## src/rtl/two_pole_two_zero_compensator_defines.svh

```systemverilog
// ----------------------------------------------------------------------------
// Two-pole two-zero compensator: assertion macros
// Shared property macros for the compensator's concurrent checks.
// ----------------------------------------------------------------------------
`ifndef TWO_POLE_TWO_ZERO_COMPENSATOR_DEFINES_SVH
`define TWO_POLE_TWO_ZERO_COMPENSATOR_DEFINES_SVH

// Same-cycle implication, sampled on clk and off during rst.
`define TPPZ_ASSERT_NOW(label, ante, cons, msg) \
  label: assert property (@(posedge clk) disable iff (rst) (ante) |-> (cons)) \
    else $error(msg);

// Next-cycle implication, sampled on clk and off during rst.
`define TPPZ_ASSERT_NEXT(label, ante, cons, msg) \
  label: assert property (@(posedge clk) disable iff (rst) (ante) |=> (cons)) \
    else $error(msg);

`endif

```

## src/rtl/tppz_pkg.sv

```systemverilog
// ----------------------------------------------------------------------------
// Two-pole two-zero compensator package
// Widths, configuration record, register indexes and shared types.
// ----------------------------------------------------------------------------
`default_nettype none

package tppz_pkg;

  // Fixed-point setup.
  localparam int SAMPLE_BITS    = 12;
  localparam int COEF_FRAC_BITS = 24;
  localparam int COEF_W         = 32;
  localparam int DRIVE_W        = 12;

  // Error is level minus sample, one sign bit above the wider operand.
  localparam int ERR_W  = ((SAMPLE_BITS > DRIVE_W) ? SAMPLE_BITS : DRIVE_W) + 1;
  // Output history is non-negative: integer drive bits plus fraction bits.
  localparam int Y_W    = DRIVE_W + COEF_FRAC_BITS;
  // One error product and the sum of the three error products.
  localparam int BP_W   = COEF_W + ERR_W;
  localparam int BS_W   = BP_W + 2;
  // Feedback partial products: coefficient times integer part / fraction part.
  localparam int PH_W   = COEF_W + DRIVE_W + 1;
  localparam int PL_W   = COEF_W + COEF_FRAC_BITS + 1;
  // Accumulator holds five terms of either kind.
  localparam int ACC_W  = COEF_W + ((ERR_W > DRIVE_W) ? ERR_W : (DRIVE_W + 1)) + 3;

  // Queue between the front and back parts.
  localparam int Q_DEPTH = 4;
  localparam int Q_PTR_W = $clog2(Q_DEPTH);
  localparam int Q_CNT_W = $clog2(Q_DEPTH + 1);

  // Configuration port.
  localparam int CFG_IDX_W  = 3;
  localparam int CFG_DATA_W = COEF_W;

  localparam logic [DRIVE_W-1:0] DRIVE_MAX = {DRIVE_W{1'b1}};
  localparam logic [DRIVE_W-1:0] REF_RESET = DRIVE_W'(2048);

  typedef enum logic [CFG_IDX_W-1:0] {
    REG_B0    = 3'd0,
    REG_B1    = 3'd1,
    REG_B2    = 3'd2,
    REG_A1    = 3'd3,
    REG_A2    = 3'd4,
    REG_LOWER = 3'd5,
    REG_UPPER = 3'd6,
    REG_REF   = 3'd7
  } cfg_idx_t;

  typedef struct packed {
    logic signed [COEF_W-1:0] b0_coef;
    logic signed [COEF_W-1:0] b1_coef;
    logic signed [COEF_W-1:0] b2_coef;
    logic signed [COEF_W-1:0] a1_coef;
    logic signed [COEF_W-1:0] a2_coef;
    logic [DRIVE_W-1:0]       lower_clamp;
    logic [DRIVE_W-1:0]       upper_clamp;
    logic [DRIVE_W-1:0]       ref_level;
  } cfg_t;

  typedef logic signed [BS_W-1:0] bsum_t;

  typedef struct packed {
    logic full;
    logic empty;
  } q_status_t;

endpackage

`default_nettype wire

```

## src/rtl/tppz_queue.sv

```systemverilog
// ----------------------------------------------------------------------------
// Compensator item queue
// Short register queue that decouples the front and back parts.
// ----------------------------------------------------------------------------
`default_nettype none

module tppz_queue
  import tppz_pkg::*;
(
  input  wire logic  clk,
  input  wire logic  rst,
  input  wire logic  push,
  input  wire bsum_t push_data,
  input  wire logic  pop,
  output bsum_t      pop_data,
  output q_status_t  q_stat
);

  bsum_t              entry [Q_DEPTH];
  logic [Q_PTR_W-1:0] wr_ptr;
  logic [Q_PTR_W-1:0] rd_ptr;
  logic [Q_CNT_W-1:0] count;

  // Pointers and fill count.
  always_ff @(posedge clk) begin
    if (rst) begin
      wr_ptr <= '0;
      rd_ptr <= '0;
      count  <= '0;
    end else begin
      if (push) begin
        wr_ptr <= wr_ptr + 1'b1;
      end
      if (pop) begin
        rd_ptr <= rd_ptr + 1'b1;
      end
      if (push && !pop) begin
        count <= count + 1'b1;
      end else if (pop && !push) begin
        count <= count - 1'b1;
      end
    end
  end

  // Storage.
  always_ff @(posedge clk) begin
    if (push) begin
      entry[wr_ptr] <= push_data;
    end
  end

  assign pop_data     = entry[rd_ptr];
  assign q_stat.full  = (count == Q_CNT_W'(Q_DEPTH));
  assign q_stat.empty = (count == '0);

endmodule

`default_nettype wire

```

## config.mk

```make
export PLATFORM = sky130hd
export DESIGN_NAME = tppz_queue
export DESIGN_NICKNAME = d
export VERILOG_FILES = /design/src/rtl/two_pole_two_zero_compensator_defines.svh /design/src/rtl/tppz_pkg.sv /design/src/rtl/tppz_queue.sv
export SDC_FILE = /design/constraint.sdc
export NUM_CORES = 1
export LEC_CHECK = 0
export BUFFER_PORTS_ARGS = -buffer_cell sky130_fd_sc_hd__buf_2
export CAP_MARGIN = 20
export CORE_MARGIN = 5
export CORE_UTILIZATION = 51
export DETAILED_ROUTE_END_ITERATION = 7
export GPL_TIMING_DRIVEN = 1
export HOLD_SLACK_MARGIN = 0.1
export PLACE_DENSITY = 0.84
export SYNTH_ARGS = -nofsm -noshare
export SYNTH_HDL_FRONTEND = slang
export SYNTH_SLANG_ARGS = --single-unit
export TNS_END_PERCENT = 30
```

## constraint.sdc

```tcl
create_clock -name clk -period 2 [get_ports clk]
set_input_delay 0.4 -clock clk [delete_from_list [all_inputs] [get_ports clk]]
set_output_delay 0.4 -clock clk [all_outputs]
set_load 0.01 [all_outputs]
```

==> impl_metrics.yaml <==
run_status:
  outcome: "finished with violations"
  violations: "setup timing"
sta:
  rsz0062_at_grt: "true"
  fin_setup_tns_ns: -6.52
  tightest_slew_ns: 0.406
  setup-violations-final: 47
  fmax_mhz: 453
  finClkSkew_ns: 0.00674
  worst_slack_ns: -0.207
  max_slew_margin_pct: 73.0
  drv_slew: 0
  whs_ns: 0.181
  hold_viol: 0
  fin_crit_sh_pct: 110
  min_period_ns: 2.21
route:
  routed_wl_um: 12700
  final_antenna_net_count: 0
  wl_per_cell_um: 20.9
  drt_iter0_drc: 203
  drc: 0
  drt-vias-per-instance: 5.41
  dr.pass1.iters: 4
  vias: 3296
grt:
  grt-ovfl-total: 0
  grt_first_pass_wirelength_um: 19600
  antenna_found_initial: 1
  grt_pass1_vias: 3583
  track_usage_pct: 16.1
  grt_max_degree: 48
die:
  die_w_um: 129
  boundaryPins: 100
  initial_utilization_pct: 52.1
  die_height_um: 129
  fp-row-count: 43
  die-area_sq_mm: 0.0167
  coreArea_sq_mm: 0.0139
pwr:
  total_power_mw: 8.91
  max-vdd-ir-drop_mv: 0.650
  p_per_area_mw_per_mm2: 1010
  power.static_leakage_nw: 3.01
synthesis:
  synthCells: 289
  syn_area_sq_mm: 0.00724
  synth_nets: 346
  synthAdderAreaFrac_pct: 1.14
  yosysUniqueCellTypes: 22
  synth_top_family_by_area: "multiplexers"
  seq_area_frac_synth_pct: 80.5
  synth-simple-area-share_pct: 1.02
  synth-compound-area-share_pct: 0.138
  syn_area_per_cell_sq_um: 25.0
  synth_seq_cells: 197
  yosys-mux-area-fraction_pct: 14.9
  yosys_warnings: 0
  synth_xor_xnor_area_share_pct: 0.605
worst_setup_path:
  critPathKind: "reg -> out"
  critPathMaxFanout: 6
  arrival_ns: 1.81
  start_kind: "register"
  critPathRequiredTime_ns: 1.60
  crit_path_end_kind: "output pin"
clocking:
  cts.sinks: 197
  clk_latency_ns: 0.43
  cts_made_buffers: 17
  htree_levels: 4
  clk_pin_slew_ns: 0.07
  clock_path_buffers: 2
  clockRootBuffer: "clkbuf_16"
  cts_tree: "built"
place:
  hpwl_um: 7840
  numPortBuffers: 99
  place.gp.congestion: 0.691
  dpl_cell_area_sq_mm: 0.00800
cells_and_area:
  final_cell_mix: "188 x edfxtp_1, 75 x buf_2, 47 x mux4_2"
  syn2layout_area_growth_pct: 21.7
  drive_above_1_share_pct: 47.1
  fin_area_sq_mm: 0.00881
  nets: 473
  final_common_cell: "edfxtp_1"
  diodes: 0
  post-route-util_pct: 63.4
worst_hold_path:
  hold_class: "in -> reg"
job:
  max-cap-violations: 0
[kinds of logic (layout without fill, tap and decap cells)]
family                   Yosys count  count (layout)
AND/OR/NAND/NOR                   15              15
multiplexers                      49              49
flip-flops                       197             197
AO/OA/AOI/OAI                      2               2
buffers and inverters             15             155
XOR/XNOR                           5               5
adder cells (fa/ha/maj)            6               6
[cell usage after synthesis]
cell | number | area [sq um]
nor2_1 | 7 | 26.3
xor2_1 | 3 | 26.3
clkbuf_1 | 2 | 7.51
buf_4 | 1 | 7.51
dfxtp_1 | 9 | 180
inv_1 | 4 | 15.0
buf_6 | 1 | 11.3
or3_1 | 1 | 6.26
buf_2 | 4 | 20.0
and2_1 | 4 | 25.0
mux4_2 | 47 | 1060
fa_1 | 1 | 20.0
nand2_1 | 1 | 3.75
nor3b_1 | 1 | 7.51
mux2i_1 | 2 | 20.0
ha_1 | 5 | 62.6
nor3_1 | 1 | 5.00
o21ai_0 | 1 | 5.00
edfxtp_1 | 188 | 5650
a21oi_1 | 1 | 5.00
xnor2_1 | 2 | 17.5
buf_12 | 3 | 60.1
[flip-flops by register name (all words and copies together), names as in the netlist, named ones only]
name / count
count: 3
rd_ptr: 2
entry: 188
wr_ptr: 2
[worst paths after layout]
path | from | endpoint | cells after the start | slack [ns]
max | register | pop_data[46] | 4 | -0.21
min | push_data[2] | entry[1][2] | 1 | 0.18
max reg2reg | count[0] | count[2] | 4 | 0.49
min reg2reg | rd_ptr[1] | register | 2 | 0.55
[per-stage QoR]
stage | worst slack [ns] | cells
after global routing | -0.272 | 609
after detailed placement | 0.0978 | 569
after floorplan | -0.0576 | 289
after global placement | 0.174 | 569
final | -0.207 | 609
after CTS | -0.221 | 608
[power breakdown]
part           internal [mW]  switching [mW]  total [mW]
clock                   1.61            1.45        3.06
combinational          0.554           0.501        1.06
sequential              4.73          0.0639        4.80
total                   6.89            2.01        8.91
[routing by layer]
metal | track usage, % | routed length [um] | vias up
li1 | - | - | 1468
met1 | 19.8 | 5100 | 1720
met2 | 27.2 | 6810 | 91
met3 | 5.11 | 636 | 15
met4 | 5.56 | 149 | 2
met5 | 0 | 7 | -
[critical path, cell delays in order (launching register included)]
cell,delay [ns]
dfxtp_4,0.41
buf_12,0.15
buf_12,0.13
mux4_2,0.54
buf_6,0.15
[area by class of cell]
cell class                 instances  area (sq um)
timing repair buffer             119           905
multi-input combinational         77          1290
clock buffer                      19           433
clock inverter                    13           105
inverter                           4          15.0
sequential                       197          5830
fill                             919          5070
tap                              180           225
[what timing repair did]
item,4_1_cts,5_1_grt
gates resized for setup,22,7
hold buffers,0,0
pin swaps,0,0
gates cloned,2,2
buffers inserted,5,1
setup endpoints to repair,47,47
(Power assumes the default switching activity.)
