`config.mk`:
```
export PLATFORM = sky130hd
export DESIGN_NAME = tppz_front
export DESIGN_NICKNAME = d
export VERILOG_FILES = /design/src/rtl/two_pole_two_zero_compensator_defines.svh /design/src/rtl/tppz_pkg.sv /design/src/rtl/tppz_front.sv
export SDC_FILE = /design/constraint.sdc
export NUM_CORES = 2
export LEC_CHECK = 0
export ABC_AREA = 1
export BUFFER_PORTS_ARGS = -buffer_cell sky130_fd_sc_hd__buf_2
export CORE_MARGIN = 10
export CORE_UTILIZATION = 45
export CTS_CLUSTER_DIAMETER = 60
export DETAILED_ROUTE_END_ITERATION = 8
export PLACE_DENSITY = 0.62
export SYNTH_ARGS = -nofsm -noshare
export SYNTH_HDL_FRONTEND = slang
export SYNTH_SLANG_ARGS = --single-unit
```
`constraint.sdc`:
```
create_clock -name clk -period 13.1 [get_ports clk]
set_input_delay 2.62 -clock clk [delete_from_list [all_inputs] [get_ports clk]]
set_output_delay 2.62 -clock clk [all_outputs]
set_load 0.02 [all_outputs]
```
`src/rtl/two_pole_two_zero_compensator_defines.svh`:
```
// ----------------------------------------------------------------------------
// Two-pole two-zero compensator: assertion macros
// Shared property macros for the compensator's concurrent checks.
// ----------------------------------------------------------------------------
`ifndef TWO_POLE_TWO_ZERO_COMPENSATOR_DEFINES_SVH
`define TWO_POLE_TWO_ZERO_COMPENSATOR_DEFINES_SVH

// Same-cycle implication, sampled on clk and off during rst.
`define TPPZ_ASSERT_NOW(label, ante, cons, msg) \
  label: assert property (@(posedge clk) disable iff (rst) (ante) |-> (cons)) \
    else $error(msg);

// Next-cycle implication, sampled on clk and off during rst.
`define TPPZ_ASSERT_NEXT(label, ante, cons, msg) \
  label: assert property (@(posedge clk) disable iff (rst) (ante) |=> (cons)) \
    else $error(msg);

`endif

```
`src/rtl/tppz_pkg.sv`:
```
// ----------------------------------------------------------------------------
// Two-pole two-zero compensator package
// Widths, configuration record, register indexes and shared types.
// ----------------------------------------------------------------------------
`default_nettype none

package tppz_pkg;

  // Fixed-point setup.
  localparam int SAMPLE_BITS    = 12;
  localparam int COEF_FRAC_BITS = 24;
  localparam int COEF_W         = 32;
  localparam int DRIVE_W        = 12;

  // Error is level minus sample, one sign bit above the wider operand.
  localparam int ERR_W  = ((SAMPLE_BITS > DRIVE_W) ? SAMPLE_BITS : DRIVE_W) + 1;
  // Output history is non-negative: integer drive bits plus fraction bits.
  localparam int Y_W    = DRIVE_W + COEF_FRAC_BITS;
  // One error product and the sum of the three error products.
  localparam int BP_W   = COEF_W + ERR_W;
  localparam int BS_W   = BP_W + 2;
  // Feedback partial products: coefficient times integer part / fraction part.
  localparam int PH_W   = COEF_W + DRIVE_W + 1;
  localparam int PL_W   = COEF_W + COEF_FRAC_BITS + 1;
  // Accumulator holds five terms of either kind.
  localparam int ACC_W  = COEF_W + ((ERR_W > DRIVE_W) ? ERR_W : (DRIVE_W + 1)) + 3;

  // Queue between the front and back parts.
  localparam int Q_DEPTH = 4;
  localparam int Q_PTR_W = $clog2(Q_DEPTH);
  localparam int Q_CNT_W = $clog2(Q_DEPTH + 1);

  // Configuration port.
  localparam int CFG_IDX_W  = 3;
  localparam int CFG_DATA_W = COEF_W;

  localparam logic [DRIVE_W-1:0] DRIVE_MAX = {DRIVE_W{1'b1}};
  localparam logic [DRIVE_W-1:0] REF_RESET = DRIVE_W'(2048);

  typedef enum logic [CFG_IDX_W-1:0] {
    REG_B0    = 3'd0,
    REG_B1    = 3'd1,
    REG_B2    = 3'd2,
    REG_A1    = 3'd3,
    REG_A2    = 3'd4,
    REG_LOWER = 3'd5,
    REG_UPPER = 3'd6,
    REG_REF   = 3'd7
  } cfg_idx_t;

  typedef struct packed {
    logic signed [COEF_W-1:0] b0_coef;
    logic signed [COEF_W-1:0] b1_coef;
    logic signed [COEF_W-1:0] b2_coef;
    logic signed [COEF_W-1:0] a1_coef;
    logic signed [COEF_W-1:0] a2_coef;
    logic [DRIVE_W-1:0]       lower_clamp;
    logic [DRIVE_W-1:0]       upper_clamp;
    logic [DRIVE_W-1:0]       ref_level;
  } cfg_t;

  typedef logic signed [BS_W-1:0] bsum_t;

  typedef struct packed {
    logic full;
    logic empty;
  } q_status_t;

endpackage

`default_nettype wire

```
`src/rtl/tppz_front.sv`:
```
// ----------------------------------------------------------------------------
// Compensator front part
// Accepts samples, forms the error and the feed-forward sum of error terms.
// ----------------------------------------------------------------------------
`default_nettype none

module tppz_front
  import tppz_pkg::*;
(
  input  wire logic                   clk,
  input  wire logic                   rst,
  input  wire cfg_t                   cfg,
  input  wire logic                   in_valid,
  output logic                        in_stall,
  input  wire logic [SAMPLE_BITS-1:0] sample,
  input  wire q_status_t              q_stat,
  output logic                        push,
  output bsum_t                       push_data
);

  logic                    adv;
  logic                    accept;
  logic signed [ERR_W-1:0] e0;

  // Error history, updated as each item is accepted.
  logic signed [ERR_W-1:0] e1_hist;
  logic signed [ERR_W-1:0] e2_hist;

  // Stage one: the three errors of the item.
  logic                    s1_valid;
  logic signed [ERR_W-1:0] s1_e0;
  logic signed [ERR_W-1:0] s1_e1;
  logic signed [ERR_W-1:0] s1_e2;

  // Stage two: the three error products.
  logic                   s2_valid;
  logic signed [BP_W-1:0] s2_p0;
  logic signed [BP_W-1:0] s2_p1;
  logic signed [BP_W-1:0] s2_p2;

  // The whole pipeline holds while the queue is full.
  assign adv      = !q_stat.full;
  assign in_stall = q_stat.full;
  assign accept   = in_valid && adv;

  // Error is the wrapped difference; its sign bit is correct at ERR_W bits.
  assign e0 = ERR_W'(cfg.ref_level) - ERR_W'(sample);

  // Control and history registers.
  always_ff @(posedge clk) begin
    if (rst) begin
      s1_valid <= 1'b0;
      s2_valid <= 1'b0;
      e1_hist  <= '0;
      e2_hist  <= '0;
    end else if (adv) begin
      s1_valid <= accept;
      s2_valid <= s1_valid;
      if (accept) begin
        e1_hist <= e0;
        e2_hist <= e1_hist;
      end
    end
  end

  // Payload registers of both stages.
  always_ff @(posedge clk) begin
    if (adv) begin
      if (accept) begin
        s1_e0 <= e0;
        s1_e1 <= e1_hist;
        s1_e2 <= e2_hist;
      end
      s2_p0 <= cfg.b0_coef * s1_e0;
      s2_p1 <= cfg.b1_coef * s1_e1;
      s2_p2 <= cfg.b2_coef * s1_e2;
    end
  end

  // Sum the error products on the way into the queue.
  assign push      = s2_valid && adv;
  assign push_data = BS_W'(s2_p0) + BS_W'(s2_p1) + BS_W'(s2_p2);

endmodule

`default_nettype wire

```
==> results <==
- The count of buffers added on input and output ports is around 170.
- The worst setup timing slack at the placement stage is 4.87 ns.
- The number of slew-limit violations in the final report is 0.
- Dividing the detail-routed wire length by the instance count gives roughly 17 µm.
- The per-cell via count in the routed design is around 5.
- The total wire length after detailed routing is between 150000 and 200000 µm.
- The proportion of layout cells with a drive suffix above 1 is about 4.5%.
- The maximum clock rate is approximately 130 MHz.
- Row generation in the floorplan step produced 130 rows.
- After legalization and detailed placement, the total HPWL measured ~140000 µm.
- The actual slew at the worst max-slew pin is between 0.9 and 1 ns.
- The die covers around 140000 µm².
- The class of the most critical setup path is in2reg.
- The Yosys step of the flow raised 0 warnings.
- The data arrival time at the worst-slack endpoint is roughly 8 ns.
- The type of element launching the critical path is an input port.
- STA classifies the critical path endpoint as a flop.
- The die is about 380 µm wide.
- The largest individual stage delay along the critical path comes from the cell fa_1.
- The initial antenna violation count is 7.
- The area of the multi-input gates is approximately 43000 µm².
- The CTS tree is done.
- The initial core utilization is 45.4%.
- The cell count after synthesis came out at between 7000 and 8000.
- Setup violations remaining at the end of the flow were counted as 0.
- The mean cell area of the mapped netlist is around 7.6 µm².
- Synthesis inferred approximately 200 register bits.
- The count of non-filler cells in the finished layout is roughly 9200.
- The combined buffer and inverter count along the critical path is 6.
- The number of optimization iterations in the first detailed-route pass is 6.
- In the final design database the tool counted ~9300 nets.
- The distinct cell type count of the synthesized netlist is 38.
- The worst hold path belongs to the class reg2reg.
- The number of nets produced by synthesis is 9280.
- The clock latency of the later-clocked register in the worst-skew pair is between 0.5 and 0.6 ns.
- The first global-routing pass estimated about 260000 µm of wire.
- CTS built an H-tree with a depth of 1.
- The peak fanout along the critical path is 13.
- The last weighted congestion value of the routability-driven placer is a little over 0.9.
- The pin count of the biggest net entering global routing is 77.
- After filler insertion, the fill cell instance count of the layout stands at 12700.
- The core region is between 100000 and 150000 µm².
- The count of final hold-check violations is 0.
- The CTS clock-pin slew for the worst setup and hold paths is about 0.06 ns.
- Headroom to the max-slew limit came out at 34.7%.
- Clock skew on the completed layout was measured at about 0.010 ns.
- Sorting the synthesized cells by area gives the leading types as fa_1, nand2_1, inv_1, edfxtp_1, ha_1.
- The minimum period implied by the final worst setup slack is 7.69 ns.
- The height of the die is between 300 and 400 µm.
- Once detail routing completed, the nets flagged for antenna violations numbered 0.
- The via count of the first global-routing pass was about 48000.
- Sequential elements use 10.1% of the synthesized area.
- Final hold analysis gives a worst-case slack of about 0.43 ns.
- For this design the top-level I/O count stands at 262.
- The portion of the clock cycle consumed by the worst path in the final layout is roughly three fifths.
- For this design, the CTS-stage hold fixing added 0 buffers.
- The post-synthesis to final-layout area growth is 5.56%.
- For the worst setup path, the data required time is ~13 ns.
- The combined global-route utilization of all metal layers is 22.8%.
- The run finished with clean final reports.
- The reported max-cap violation count is 0.
- Counting every sink on the clock net gives between 200 and 250.
- In this run the deepest clock path goes through 3 buffers.
- Summed over all instances, the cell type with the most area after synthesis is fa_1.
- The count of vias placed by the detailed router is ~46000.
- The signal on the critical path passes through buf_2, nand2_1, inv_1, fa_1, fa_1, inv_1, fa_1, inv_1, fa_1, inv_1, fa_1, inv_1, ha_1, ha_1, nand2_1, nor2_1, nand3_1, nor2_1, nand3_1, nand4_1, nand2_1.
- The maximum single-stage delay on the critical path is between 0.7 and 0.8 ns.
- Registers take 5790 µm².
- The number of post-CTS setup repair buffers is 0.
- Setup repair after global routing left no endpoint under its margin.
- The total overflow left after global routing is 0.
- In this run, post-CTS repair resized a total of 0 instances.
- The cell area after technology mapping is around 57000 µm².
- The post-route setup TNS is 0 ns.
- For this run, design rule violations remaining after detail routing come to 0.
- The clock tree root buffer cell is clkbuf_16.
- The gate family responsible for the most delay along the worst path is adder cells.
- The final critical-path setup slack is ~5.4 ns.
- The number of DRC violations after detailed-routing iteration 0 is between 2000 and 3000.
- The area share of the largest cell type after synthesis is 40.7%.
- The count of placed standard cells including taps is just over 9000.
- Clock tree synthesis inserted a total of 23 buffers.
cell usage in the layout, fill, tap and decap left out, types with 2 or more instances in the layout:
cell	instances
nand2_1	2490
inv_1	2006
fa_1	1160
nor2_1	433
ha_1	372
nand3_1	182
edfxtp_1	174
buf_2	172
a21oi_1	122
xor2_1	82
nand4_1	46
o21ai_0	44
buf_4	42
o21bai_1	30
dfxtp_1	28
clkbuf_16	23
or2_2	19
xnor2_1	17
nor3_1	17
nor2_2	15
nand2_2	14
nand3_2	12
nor3_2	11
nand3b_1	10
diode_2	8
inv_2	6
nor2_4	5
a21o_1	4
clkinvlp_4	4
clkinv_1	3
o21bai_2	2
o21ai_1	2
a31oi_1	2
o211ai_1	2
clkinv_2	2
clkinv_4	2
bufinv_16	2
per-layer routing:
| metal | vias up | global-route usage [%] | share of wire, % |
|---|---|---|---|
| li1 | 21600 | - | - |
| met1 | 22600 | 29.9 | 43 |
| met2 | 1171 | 40.9 | 50 |
| met3 | 230 | 1.98 | 4.7 |
| met4 | 8 | 4.99 | 2.3 |
| met5 | - | 0 | 0.035 |
cells by family (layout without fill, tap and decap cells):
logic type | count (synthesis) | count (layout) | synth area share (%)
AOI/OAI and AO/OA | 212 | 212 | 2.08
xor gates and xnor gates | 99 | 99 | 1.52
DFF | 202 | 202 | 10.1
and+or+nand+nor | 3256 | 3256 | 22.7
other | 0 | 8 | 0
adders and majority gates | 1532 | 1532 | 48.9
buffers and inverters | 2234 | 2267 | 14.7
Yosys cell counts (all sizes together):
master	number
o21ai	46
nand3b	10
o211ai	3
nor2	453
a31oi	2
xor2	82
a21o	4
a21oi	123
nand3	194
ha	372
and3	1
or2	19
and2	1
clkbuf	217
buf	4
dfxtp	28
nand2	2504
nor3	28
fa	1160
inv	2013
xnor2	17
o21a	1
nand4	46
edfxtp	174
o31ai	1
o21bai	32
registers in the layout, summed over array words and instances (netlist names):
register  flops
e1_hist      13
e2_hist      13
s1_e0        13
s1_e1        13
s1_e2        13
s1_valid      1
s2_p0        45
s2_p1        45
s2_p2        45
s2_valid      1
path summary, 6_finish.rpt:
kind	start	to	slack, ns	cells past startpoint
hold / removal	e2_hist[12]$_SDFFE_PP0P_	s1_e2[12]$_DFFE_PP_	0.43	0
hold reg to reg	e2_hist[12]$_SDFFE_PP0P_	s1_e2[12]$_DFFE_PP_	0.43	0
setup / recovery	cfg[195]	s2_p0[42]$_DFFE_PN_	5.41	21
setup reg to reg	s1_e1[1]$_DFFE_PP_	s2_p1[44]$_DFFE_PN_	6.97	19
cell type report:
type	instances	share of cell area [%]
Sequential cell	202	9.61
Timing Repair Buffer	214	1.95
Clock inverter	15	0.247
Tap cell	1650	3.43
Clock buffer	25	0.985
Antenna cell	8	0.0333
Inverter	2013	12.6
Multi-Input combinational cell	5099	71.2
stage by stage:
step | utilization, % | instance area (µm²)
2_1_floorplan | - | 57000
3_3_place_gp | 47.3 | 59400
3_5_place_dp | 47.3 | 59400
4_1_cts | 47.9 | 60200
5_1_grt | 47.9 | 60200
6_report | 47.9 | 60200
Power is not shown: default switching activity piles up to over one toggle a cycle in this logic, so the estimate is an artifact.
